### config.mk
export PLATFORM = sky130hd
export DESIGN_NAME = adc_to_seven_segment_readout
export DESIGN_NICKNAME = d
export VERILOG_FILES = /design/src/rtl/adcss_pkg.sv /design/src/rtl/adcss_front.sv /design/src/rtl/adcss_queue.sv /design/src/rtl/adcss_back.sv /design/src/rtl/adc_to_seven_segment_readout.sv
export SDC_FILE = /design/constraint.sdc
export NUM_CORES = 2
export LEC_CHECK = 0
export BUFFER_PORTS_ARGS = -buffer_cell sky130_fd_sc_hd__buf_2
export CAP_MARGIN = 20
export CORE_MARGIN = 2
export CORE_UTILIZATION = 62
export CTS_CLUSTER_SIZE = 30
export DETAILED_ROUTE_END_ITERATION = 6
export HOLD_SLACK_MARGIN = 0.02
export PLACE_DENSITY = 0.79
export SYNTH_ARGS = -nofsm -noshare
export SYNTH_HDL_FRONTEND = slang
export SYNTH_SLANG_ARGS = --single-unit
### constraint.sdc
create_clock -name aclk -period 9.7 [get_ports aclk]
set_input_delay 0 -clock aclk [delete_from_list [all_inputs] [get_ports aclk]]
set_output_delay 0 -clock aclk [all_outputs]
set_load 0.05 [all_outputs]
### src/rtl/adcss_pkg.sv
package adcss_pkg;

    // field and datapath widths
    localparam int CODE_W      = 10;
    localparam int FS_W        = 24;
    localparam int PROD_W      = CODE_W + FS_W;
    localparam int M_W         = 24;
    localparam int RECIP_W     = 25;
    localparam int MPROD_W     = M_W + RECIP_W;
    localparam int SHOWN_W     = 14;
    localparam int QUOT_W      = 11;
    localparam int SEG_W       = 7;
    localparam int POS_W       = 2;
    localparam int DIGIT_W     = 4;
    localparam int S_TDATA_W   = 16;
    localparam int M_TDATA_W   = 16;

    // scaled value m in thousandths is product divided by 1024
    localparam int SCALE_SHIFT = 10;

    // autorange thresholds, thousandths
    localparam logic [M_W-1:0] LIM_CENTI = 24'd10000;
    localparam logic [M_W-1:0] LIM_DECI  = 24'd100000;
    localparam logic [M_W-1:0] LIM_UNIT  = 24'd1000000;
    localparam logic [M_W-1:0] LIM_OVER  = 24'd10000000;

    // exact reciprocals for m below ten million: q = (m * R) >> S
    localparam logic [RECIP_W-1:0] RECIP_10   = 25'd13421773;
    localparam logic [RECIP_W-1:0] RECIP_100  = 25'd10737419;
    localparam logic [RECIP_W-1:0] RECIP_1000 = 25'd17179870;
    localparam int SHIFT_10   = 27;
    localparam int SHIFT_100  = 30;
    localparam int SHIFT_1000 = 34;

    // digit extraction, exact divide by ten for values under 2**18
    localparam int DIV10_W = 16;
    localparam logic [DIV10_W-1:0] DIV10_RECIP = 16'd52429;
    localparam int DIV10_SHIFT = 19;
    localparam int DIV10_PROD_W = SHOWN_W + DIV10_W;

    // queue between front and back
    localparam int QUEUE_DEPTH = 4;
    localparam int QPTR_W      = 2;
    localparam int QCNT_W      = 3;

    localparam logic [POS_W-1:0] POS_LAST = 2'd3;

    localparam logic [SEG_W-1:0] SEG_BLANK = 7'h00;
    localparam logic [SEG_W-1:0] SEG_E     = 7'h79;

    typedef enum logic [2:0] {
        RNG_MILLI,
        RNG_CENTI,
        RNG_DECI,
        RNG_UNIT,
        RNG_OVER
    } range_t;

    typedef struct packed {
        logic [SHOWN_W-1:0] shown;
        logic               over;
        logic               point_en;
        logic [POS_W-1:0]   point_pos;
    } disp_item_t;

    function automatic logic [SEG_W-1:0] seg_of_digit(input logic [DIGIT_W-1:0] d);
        logic [SEG_W-1:0] s;
        case (d)
            4'd0: s = 7'h3F;
            4'd1: s = 7'h06;
            4'd2: s = 7'h5B;
            4'd3: s = 7'h4F;
            4'd4: s = 7'h66;
            4'd5: s = 7'h6D;
            4'd6: s = 7'h7C;
            4'd7: s = 7'h07;
            4'd8: s = 7'h7F;
            4'd9: s = 7'h6F;
            default: s = SEG_BLANK;
        endcase
        return s;
    endfunction

endpackage

### src/rtl/adcss_front.sv
module adcss_front
    import adcss_pkg::*;
(
    input  logic               aclk,
    input  logic               aresetn,
    input  logic               in_valid,
    output logic               in_ready,
    input  logic [CODE_W-1:0]  in_code,
    input  logic [FS_W-1:0]    full_scale,
    output logic               push,
    output disp_item_t         push_item,
    input  logic               q_full
);

    logic               v1_reg, v2_reg, v3_reg;
    logic [PROD_W-1:0]  p_reg;
    logic [M_W-1:0]     m_reg;
    range_t             rng2_reg, rng3_reg;
    logic [MPROD_W-1:0] mprod_reg;
    logic [SHOWN_W-1:0] mlo_reg;

    logic               adv;
    logic [M_W-1:0]     m_w;
    range_t             rng_w;
    logic [RECIP_W-1:0] recip_w;

    // whole pipe moves unless the last stage is held by a full queue
    assign adv      = !v3_reg || !q_full;
    assign in_ready = adv;
    assign push     = v3_reg && !q_full;

    assign m_w = p_reg[SCALE_SHIFT +: M_W];

    always_comb begin
        if (m_w >= LIM_OVER)       rng_w = RNG_OVER;
        else if (m_w >= LIM_UNIT)  rng_w = RNG_UNIT;
        else if (m_w >= LIM_DECI)  rng_w = RNG_DECI;
        else if (m_w >= LIM_CENTI) rng_w = RNG_CENTI;
        else                       rng_w = RNG_MILLI;
    end

    always_comb begin
        case (rng2_reg)
            RNG_CENTI: recip_w = RECIP_10;
            RNG_DECI:  recip_w = RECIP_100;
            default:   recip_w = RECIP_1000;
        endcase
    end

    always_ff @(posedge aclk) begin
        if (!aresetn) begin
            v1_reg <= 1'b0;
            v2_reg <= 1'b0;
            v3_reg <= 1'b0;
        end else if (adv) begin
            v1_reg <= in_valid;
            v2_reg <= v1_reg;
            v3_reg <= v2_reg;
        end
    end

    always_ff @(posedge aclk) begin
        if (adv) begin
            p_reg     <= PROD_W'(in_code) * PROD_W'(full_scale);
            m_reg     <= m_w;
            rng2_reg  <= rng_w;
            mprod_reg <= MPROD_W'(m_reg) * MPROD_W'(recip_w);
            mlo_reg   <= m_reg[SHOWN_W-1:0];
            rng3_reg  <= rng2_reg;
        end
    end

    always_comb begin
        push_item.over      = 1'b0;
        push_item.point_en  = 1'b1;
        push_item.point_pos = 2'd3;
        push_item.shown     = mlo_reg;
        case (rng3_reg)
            RNG_MILLI: begin
                push_item.point_pos = 2'd3;
            end
            RNG_CENTI: begin
                push_item.shown     = mprod_reg[SHIFT_10 +: SHOWN_W];
                push_item.point_pos = 2'd2;
            end
            RNG_DECI: begin
                push_item.shown     = mprod_reg[SHIFT_100 +: SHOWN_W];
                push_item.point_pos = 2'd1;
            end
            RNG_UNIT: begin
                push_item.shown    = mprod_reg[SHIFT_1000 +: SHOWN_W];
                push_item.point_en = 1'b0;
            end
            default: begin
                push_item.over     = 1'b1;
                push_item.point_en = 1'b0;
            end
        endcase
    end

endmodule

### src/rtl/adcss_queue.sv
module adcss_queue
    import adcss_pkg::*;
(
    input  logic       aclk,
    input  logic       aresetn,
    input  logic       push,
    input  disp_item_t push_item,
    output logic       full,
    input  logic       pop,
    output logic       pop_valid,
    output disp_item_t pop_item
);

    disp_item_t         mem_reg [QUEUE_DEPTH];
    logic [QPTR_W-1:0]  wr_reg, rd_reg;
    logic [QCNT_W-1:0]  cnt_reg;

    assign full      = (cnt_reg == QCNT_W'(QUEUE_DEPTH));
    assign pop_valid = (cnt_reg != '0);
    assign pop_item  = mem_reg[rd_reg];

    always_ff @(posedge aclk) begin
        if (!aresetn) begin
            wr_reg  <= '0;
            rd_reg  <= '0;
            cnt_reg <= '0;
        end else begin
            if (push) wr_reg <= wr_reg + 1'b1;
            if (pop)  rd_reg <= rd_reg + 1'b1;
            if (push && !pop)      cnt_reg <= cnt_reg + 1'b1;
            else if (pop && !push) cnt_reg <= cnt_reg - 1'b1;
        end
    end

    always_ff @(posedge aclk) begin
        if (push) mem_reg[wr_reg] <= push_item;
    end

endmodule

### src/rtl/adcss_back.sv
module adcss_back
    import adcss_pkg::*;
(
    input  logic                 aclk,
    input  logic                 aresetn,
    input  logic                 q_valid,
    input  disp_item_t           q_item,
    output logic                 pop,
    output logic                 m_tvalid,
    input  logic                 m_tready,
    output logic [M_TDATA_W-1:0] m_tdata,
    output logic                 m_tlast
);

    logic                    busy_reg;
    logic [SHOWN_W-1:0]      x_reg;
    logic [POS_W-1:0]        pos_reg;
    logic                    over_reg, pen_reg;
    logic [POS_W-1:0]        ppos_reg;

    logic                    out_v_reg;
    logic [POS_W-1:0]        out_pos_reg;
    logic [SEG_W-1:0]        out_seg_reg;
    logic                    out_dp_reg, out_last_reg;

    logic                    out_free, emit, last_emit;
    logic [DIV10_PROD_W-1:0] dprod;
    logic [QUOT_W-1:0]       quot;
    logic [SHOWN_W-1:0]      rem;
    logic [SEG_W-1:0]        seg_w;

    assign out_free  = !out_v_reg || m_tready;
    assign emit      = busy_reg && out_free;
    assign last_emit = emit && (pos_reg == POS_LAST);
    assign pop       = q_valid && (!busy_reg || last_emit);

    // peel off the lowest decimal digit
    assign dprod = DIV10_PROD_W'(x_reg) * DIV10_PROD_W'(DIV10_RECIP);
    assign quot  = dprod[DIV10_SHIFT +: QUOT_W];
    assign rem   = x_reg - ((SHOWN_W'(quot) << 3) + (SHOWN_W'(quot) << 1));

    always_comb begin
        if (over_reg) seg_w = (pos_reg == '0) ? SEG_E : SEG_BLANK;
        else          seg_w = seg_of_digit(rem[DIGIT_W-1:0]);
    end

    always_ff @(posedge aclk) begin
        if (!aresetn) begin
            busy_reg  <= 1'b0;
            out_v_reg <= 1'b0;
        end else begin
            if (pop)            busy_reg <= 1'b1;
            else if (last_emit) busy_reg <= 1'b0;
            if (emit)           out_v_reg <= 1'b1;
            else if (m_tready)  out_v_reg <= 1'b0;
        end
    end

    always_ff @(posedge aclk) begin
        if (pop) begin
            x_reg    <= q_item.shown;
            pos_reg  <= '0;
            over_reg <= q_item.over;
            pen_reg  <= q_item.point_en;
            ppos_reg <= q_item.point_pos;
        end else if (emit) begin
            x_reg   <= SHOWN_W'(quot);
            pos_reg <= pos_reg + 1'b1;
        end
        if (emit) begin
            out_pos_reg  <= pos_reg;
            out_seg_reg  <= seg_w;
            out_dp_reg   <= pen_reg && (ppos_reg == pos_reg);
            out_last_reg <= (pos_reg == POS_LAST);
        end
    end

    assign m_tvalid = out_v_reg;
    assign m_tlast  = out_last_reg;
    assign m_tdata  = {{(M_TDATA_W-POS_W-SEG_W-1){1'b0}}, out_dp_reg, out_seg_reg, out_pos_reg};

endmodule

### src/rtl/adc_to_seven_segment_readout.sv
// seven-segment voltmeter readout: each 10-bit converter code on the s_ side is
// scaled to thousandths as floor(code * full_scale / 1024), autoranged to four
// digits (point on digit 3, 2, 1 or none; E on digit 0 at ten thousand units or
// more) and sent as four m_ transfers, digit 0 first, tlast on digit 3. leading
// zeros are shown. the digit unit emits one digit per cycle while m_tready
// allows; the front pipe (3 stages: scale multiply, range pick, reciprocal
// divide) accepts one sample per cycle into a 4-deep queue while the queue
// has room. the full-scale register resets to 5000 and is written by
// cfg_wr_en; the user must write it only while idle, as the block does not enforce it.
module adc_to_seven_segment_readout
    import adcss_pkg::*;
(
    input  logic                 aclk,
    input  logic                 aresetn,
    // config write, full scale in thousandths
    input  logic                 cfg_wr_en,
    input  logic [FS_W-1:0]      cfg_wr_data,
    // sample channel
    input  logic                 s_tvalid,
    output logic                 s_tready,
    input  logic [S_TDATA_W-1:0] s_tdata,   // [9:0] adc_code
    // digit channel
    output logic                 m_tvalid,
    input  logic                 m_tready,
    output logic [M_TDATA_W-1:0] m_tdata,   // [1:0] digit_position, [8:2] segments,
                                            // [9] decimal_point
    output logic                 m_tlast    // last_digit
);

    logic [FS_W-1:0] fs_reg;

    logic       push, q_full, pop, q_valid;
    disp_item_t push_item, q_item;

    // full-scale register
    always_ff @(posedge aclk) begin
        if (!aresetn) begin
            fs_reg <= FS_W'(5000);
        end else if (cfg_wr_en) begin
            fs_reg <= cfg_wr_data;
        end
    end

    // front: scale, range and divide down to a four-digit value
    adcss_front u_front (
        .aclk       (aclk),
        .aresetn    (aresetn),
        .in_valid   (s_tvalid),
        .in_ready   (s_tready),
        .in_code    (s_tdata[CODE_W-1:0]),
        .full_scale (fs_reg),
        .push       (push),
        .push_item  (push_item),
        .q_full     (q_full)
    );

    // queue lets the front keep taking samples while digits drain
    adcss_queue u_queue (
        .aclk      (aclk),
        .aresetn   (aresetn),
        .push      (push),
        .push_item (push_item),
        .full      (q_full),
        .pop       (pop),
        .pop_valid (q_valid),
        .pop_item  (q_item)
    );

    // back: one digit per transfer, registered output
    adcss_back u_back (
        .aclk     (aclk),
        .aresetn  (aresetn),
        .q_valid  (q_valid),
        .q_item   (q_item),
        .pop      (pop),
        .m_tvalid (m_tvalid),
        .m_tready (m_tready),
        .m_tdata  (m_tdata),
        .m_tlast  (m_tlast)
    );

endmodule

==> results.md <==
- Routed len/inst: 20.0 um
- PortBufs: 51
- CP required: about 10 ns
- Crit end category: flop
- Area of the multi-input gates: roughly 0.025 mm2
- Post-synth EDFFs: 190
- Initial Util: 0.626
- Maxcap violations: 0
- Relative max-transition margin: 0.287
- Seq. cell area: 0.00651 mm2
- Count leader, synth: inv_1
- Dominant cells by area after synthesis: fa_1, edfxtp_1, ha_1
- Crit Path Max Fanout: 7
- Hold/Removal Path Class: in2reg
- Post-synthesis sequential area ratio: 0.185
- Ys async rst share: 0
- Reg-to-reg setup timing slack: 1.09 ns
- Share of cells above drive strength 1: 0.0469
- Yosys warnings: 0
- Die ar.: 0.0586 mm2
- CP startpoint kind: flop
- Area leader, netlist: fa_1
- Final #Nets: 4,510
- Inst Count DP: 4,090
- FF-to-FF path depth: 25
- Detailed-route via count: 23.0k
- Final Skew: 0.0207 ns
- CTS root buf: clkbuf_16
- Via-to-Cell Ratio: about 5.5
- Fin util: 0.663
- Final std cells w/o fill: 4,169
- Die height: ~240 um
- Critical path type: reg2reg
- Fin Hold WS: 0.132 ns
- Final hold violations: 0
- Pin count of the biggest net entering global routing: 50
- TritonRoute pass-1 iters: 5
- Rows: 87
- Synth Register Bits: 230
- Avg Cell Area, Syn: 10.5 um2
- Initial antenna violation count: 0
- TNS Setup: 0 ns
- Mapped Area: 0.0351 mm2
- CTS Buf Count: 25
- WHS Path Cells: 3
- H-tree Lvls: 1
- Detailed placer's ending HPWL: 70.0 mm
- Reg-to-reg critical path endpoint: u_front.mprod_reg[44]$_DFFE_PP_
- Starting DRT DRC Count: 1,670
- Grt total ovfl: 0
- Total routed wirelength: ~83 mm
- Clk buf depth: 3
- Setup Buffers After CTS: 0
- Clk sinks: 230
- Min cycle time layout: 8.61 ns
- Hold Crit Start: cfg_wr_en
- First-pass GRT wire length: 136 mm
- Setup-failing EPs final: 0
- Most instantiated cells after synthesis: inv_1, fa_1, ha_1
- Number of global-route vias before repair: 25.0k
- Core Area: 0.0562 mm2
- TritonCTS clock tree: done
- Syn-to-layout area delta: 5.95%
- Clk slew on worst S/H paths: about 0.060 ns
- Post-route DRC: 0
- Total I/O pin count: 64
- RSZ-0062 raised after global routing: false
- Synth top area share: 0.381
- Status: complete, no violations
- Clock latency on the worst-skew pair: 0.56 ns
- Instance count of the mapped netlist: 3,360
- Die extent in x: ~240 um
- RD Place Congestion: 0.999
- Top FF cell, synth: edfxtp_1
- Worst hold endpoint: fs_reg[1]$_SDFFE_PN0P_
- Post-CTS resize count: 0
- Worst slew pin tran: 1.07 ns
- Max reg flops: between 70 and 80
- Number of fill cells: 4,330
- Fmax: 0.116 GHz
- Crit share post-route: 0.888
- Total track usage: 0.300
- Final Slew Violations: 0
- Yosys cell types: 76
- Reg2reg start: u_front.rng2_reg[2]$_SDFFCE_PP1P_
- Antenna-violating nets left: 0
- Worst Path Arrival: between 8 and 9 ns
repair_timing:
item	4_1_cts	5_1_grt
hold endpoints to repair	29	0
setup endpoints to repair	0	0
hold buffers	32	0
metal layers:
layer,up-vias,track usage,routed length [um]
li1,10427,-,-
met1,11564,0.397,33500
met2,867,0.517,41000
met3,182,0.0415,5730
met4,0,0.0950,3120
met5,-,0,0
kinds of logic after synthesis:
group / after synthesis / synth area share
other cells: 2 / 0.000214
fa+ha+maj: 1072 / 0.525
flops: 230 / 0.185
simple gates: 687 / 0.0938
xor+xnor: 74 / 0.0184
compound gates: 266 / 0.0495
mux: 60 / 0.0240
buf+inv: 969 / 0.104
through the flow:
stage	instance area (um2)	setup slack, ns
2_1_floorplan	35200	1.92
3_3_place_gp	36100	1.30
3_5_place_dp	36100	1.14
4_1_cts	37200	1.13
5_1_grt	37200	0.734
6_report	37200	1.09
cells in the final DEF, fill, tap and decap left out, drive strengths merged, types with 11 or more instances in the layout:
cell type      n
dlygate4sd3   32
nor3          24
conb          13
edfxtp       190
inv          874
fa           669
o21ai         46
dfxtp         40
and2         130
xor2          22
clkbuf        27
clkinv        11
a22oi         15
and3          22
mux4          18
a21oi         93
ha           403
buf           62
mux2i         28
nand3         27
nor2b         48
a21o          23
nor2         107
mux2          14
xnor2         52
nand2        281
layout make-up:
| type | instances | area share |
|---|---|---|
| Clock buffer | 27 | 0.0173 |
| Timing Repair Buffer | 94 | 0.0180 |
| Clock inverter | 19 | 0.00487 |
| Inverter | 870 | 0.0878 |
| Antenna cell | 1 | 0.0000672 |
| Multi-Input combinational cell | 2172 | 0.672 |
| Tap cell | 756 | 0.0254 |
| Sequential cell | 230 | 0.175 |
how the worst max path moves through the flow:
stage / startpoint / slack [ns] / endpoint / depth (start not counted)
after floorplan: u_front.rng2_reg[1]$_SDFFCE_PP0P_ / 1.92 / u_front.mprod_reg[38]$_DFFE_PP_ / 27
after global placement: u_front.rng2_reg[2]$_SDFFCE_PP1P_ / 1.30 / u_front.mprod_reg[44]$_DFFE_PP_ / 27
after detailed placement: u_front.rng2_reg[2]$_SDFFCE_PP1P_ / 1.14 / u_front.mprod_reg[44]$_DFFE_PP_ / 27
after CTS: u_front.rng2_reg[2]$_SDFFCE_PP1P_ / 1.13 / u_front.mprod_reg[44]$_DFFE_PP_ / 25
after global routing: u_front.rng2_reg[2]$_SDFFCE_PP1P_ / 0.73 / u_front.mprod_reg[44]$_DFFE_PP_ / 27
final: u_front.rng2_reg[2]$_SDFFCE_PP1P_ / 1.09 / u_front.mprod_reg[44]$_DFFE_PP_ / 25
critical path, cell delays in order (launching register included):
cell and delay [ns]:
edfxtp_1 0.46, nor2_1 0.37, and2_1 0.44, nor2_1 0.28
nor2b_1 0.49, fa_1 0.55, fa_1 0.56, inv_1 0.06
fa_1 0.51, fa_1 0.52, inv_1 0.06, fa_1 0.48
fa_1 0.49, inv_1 0.05, fa_1 0.47, inv_1 0.04
ha_1 0.41, nand3_1 0.13, a2111oi_0 0.39, o21ai_1 0.23
a311oi_2 0.42, or3_1 0.20, a21o_2 0.18, a31oi_4 0.14
o31ai_1 0.35, xnor2_1 0.10
Power is left out: the tool's default activity adds up to more than one toggle a clock period on the data nets, which glitch-free logic cannot reach.
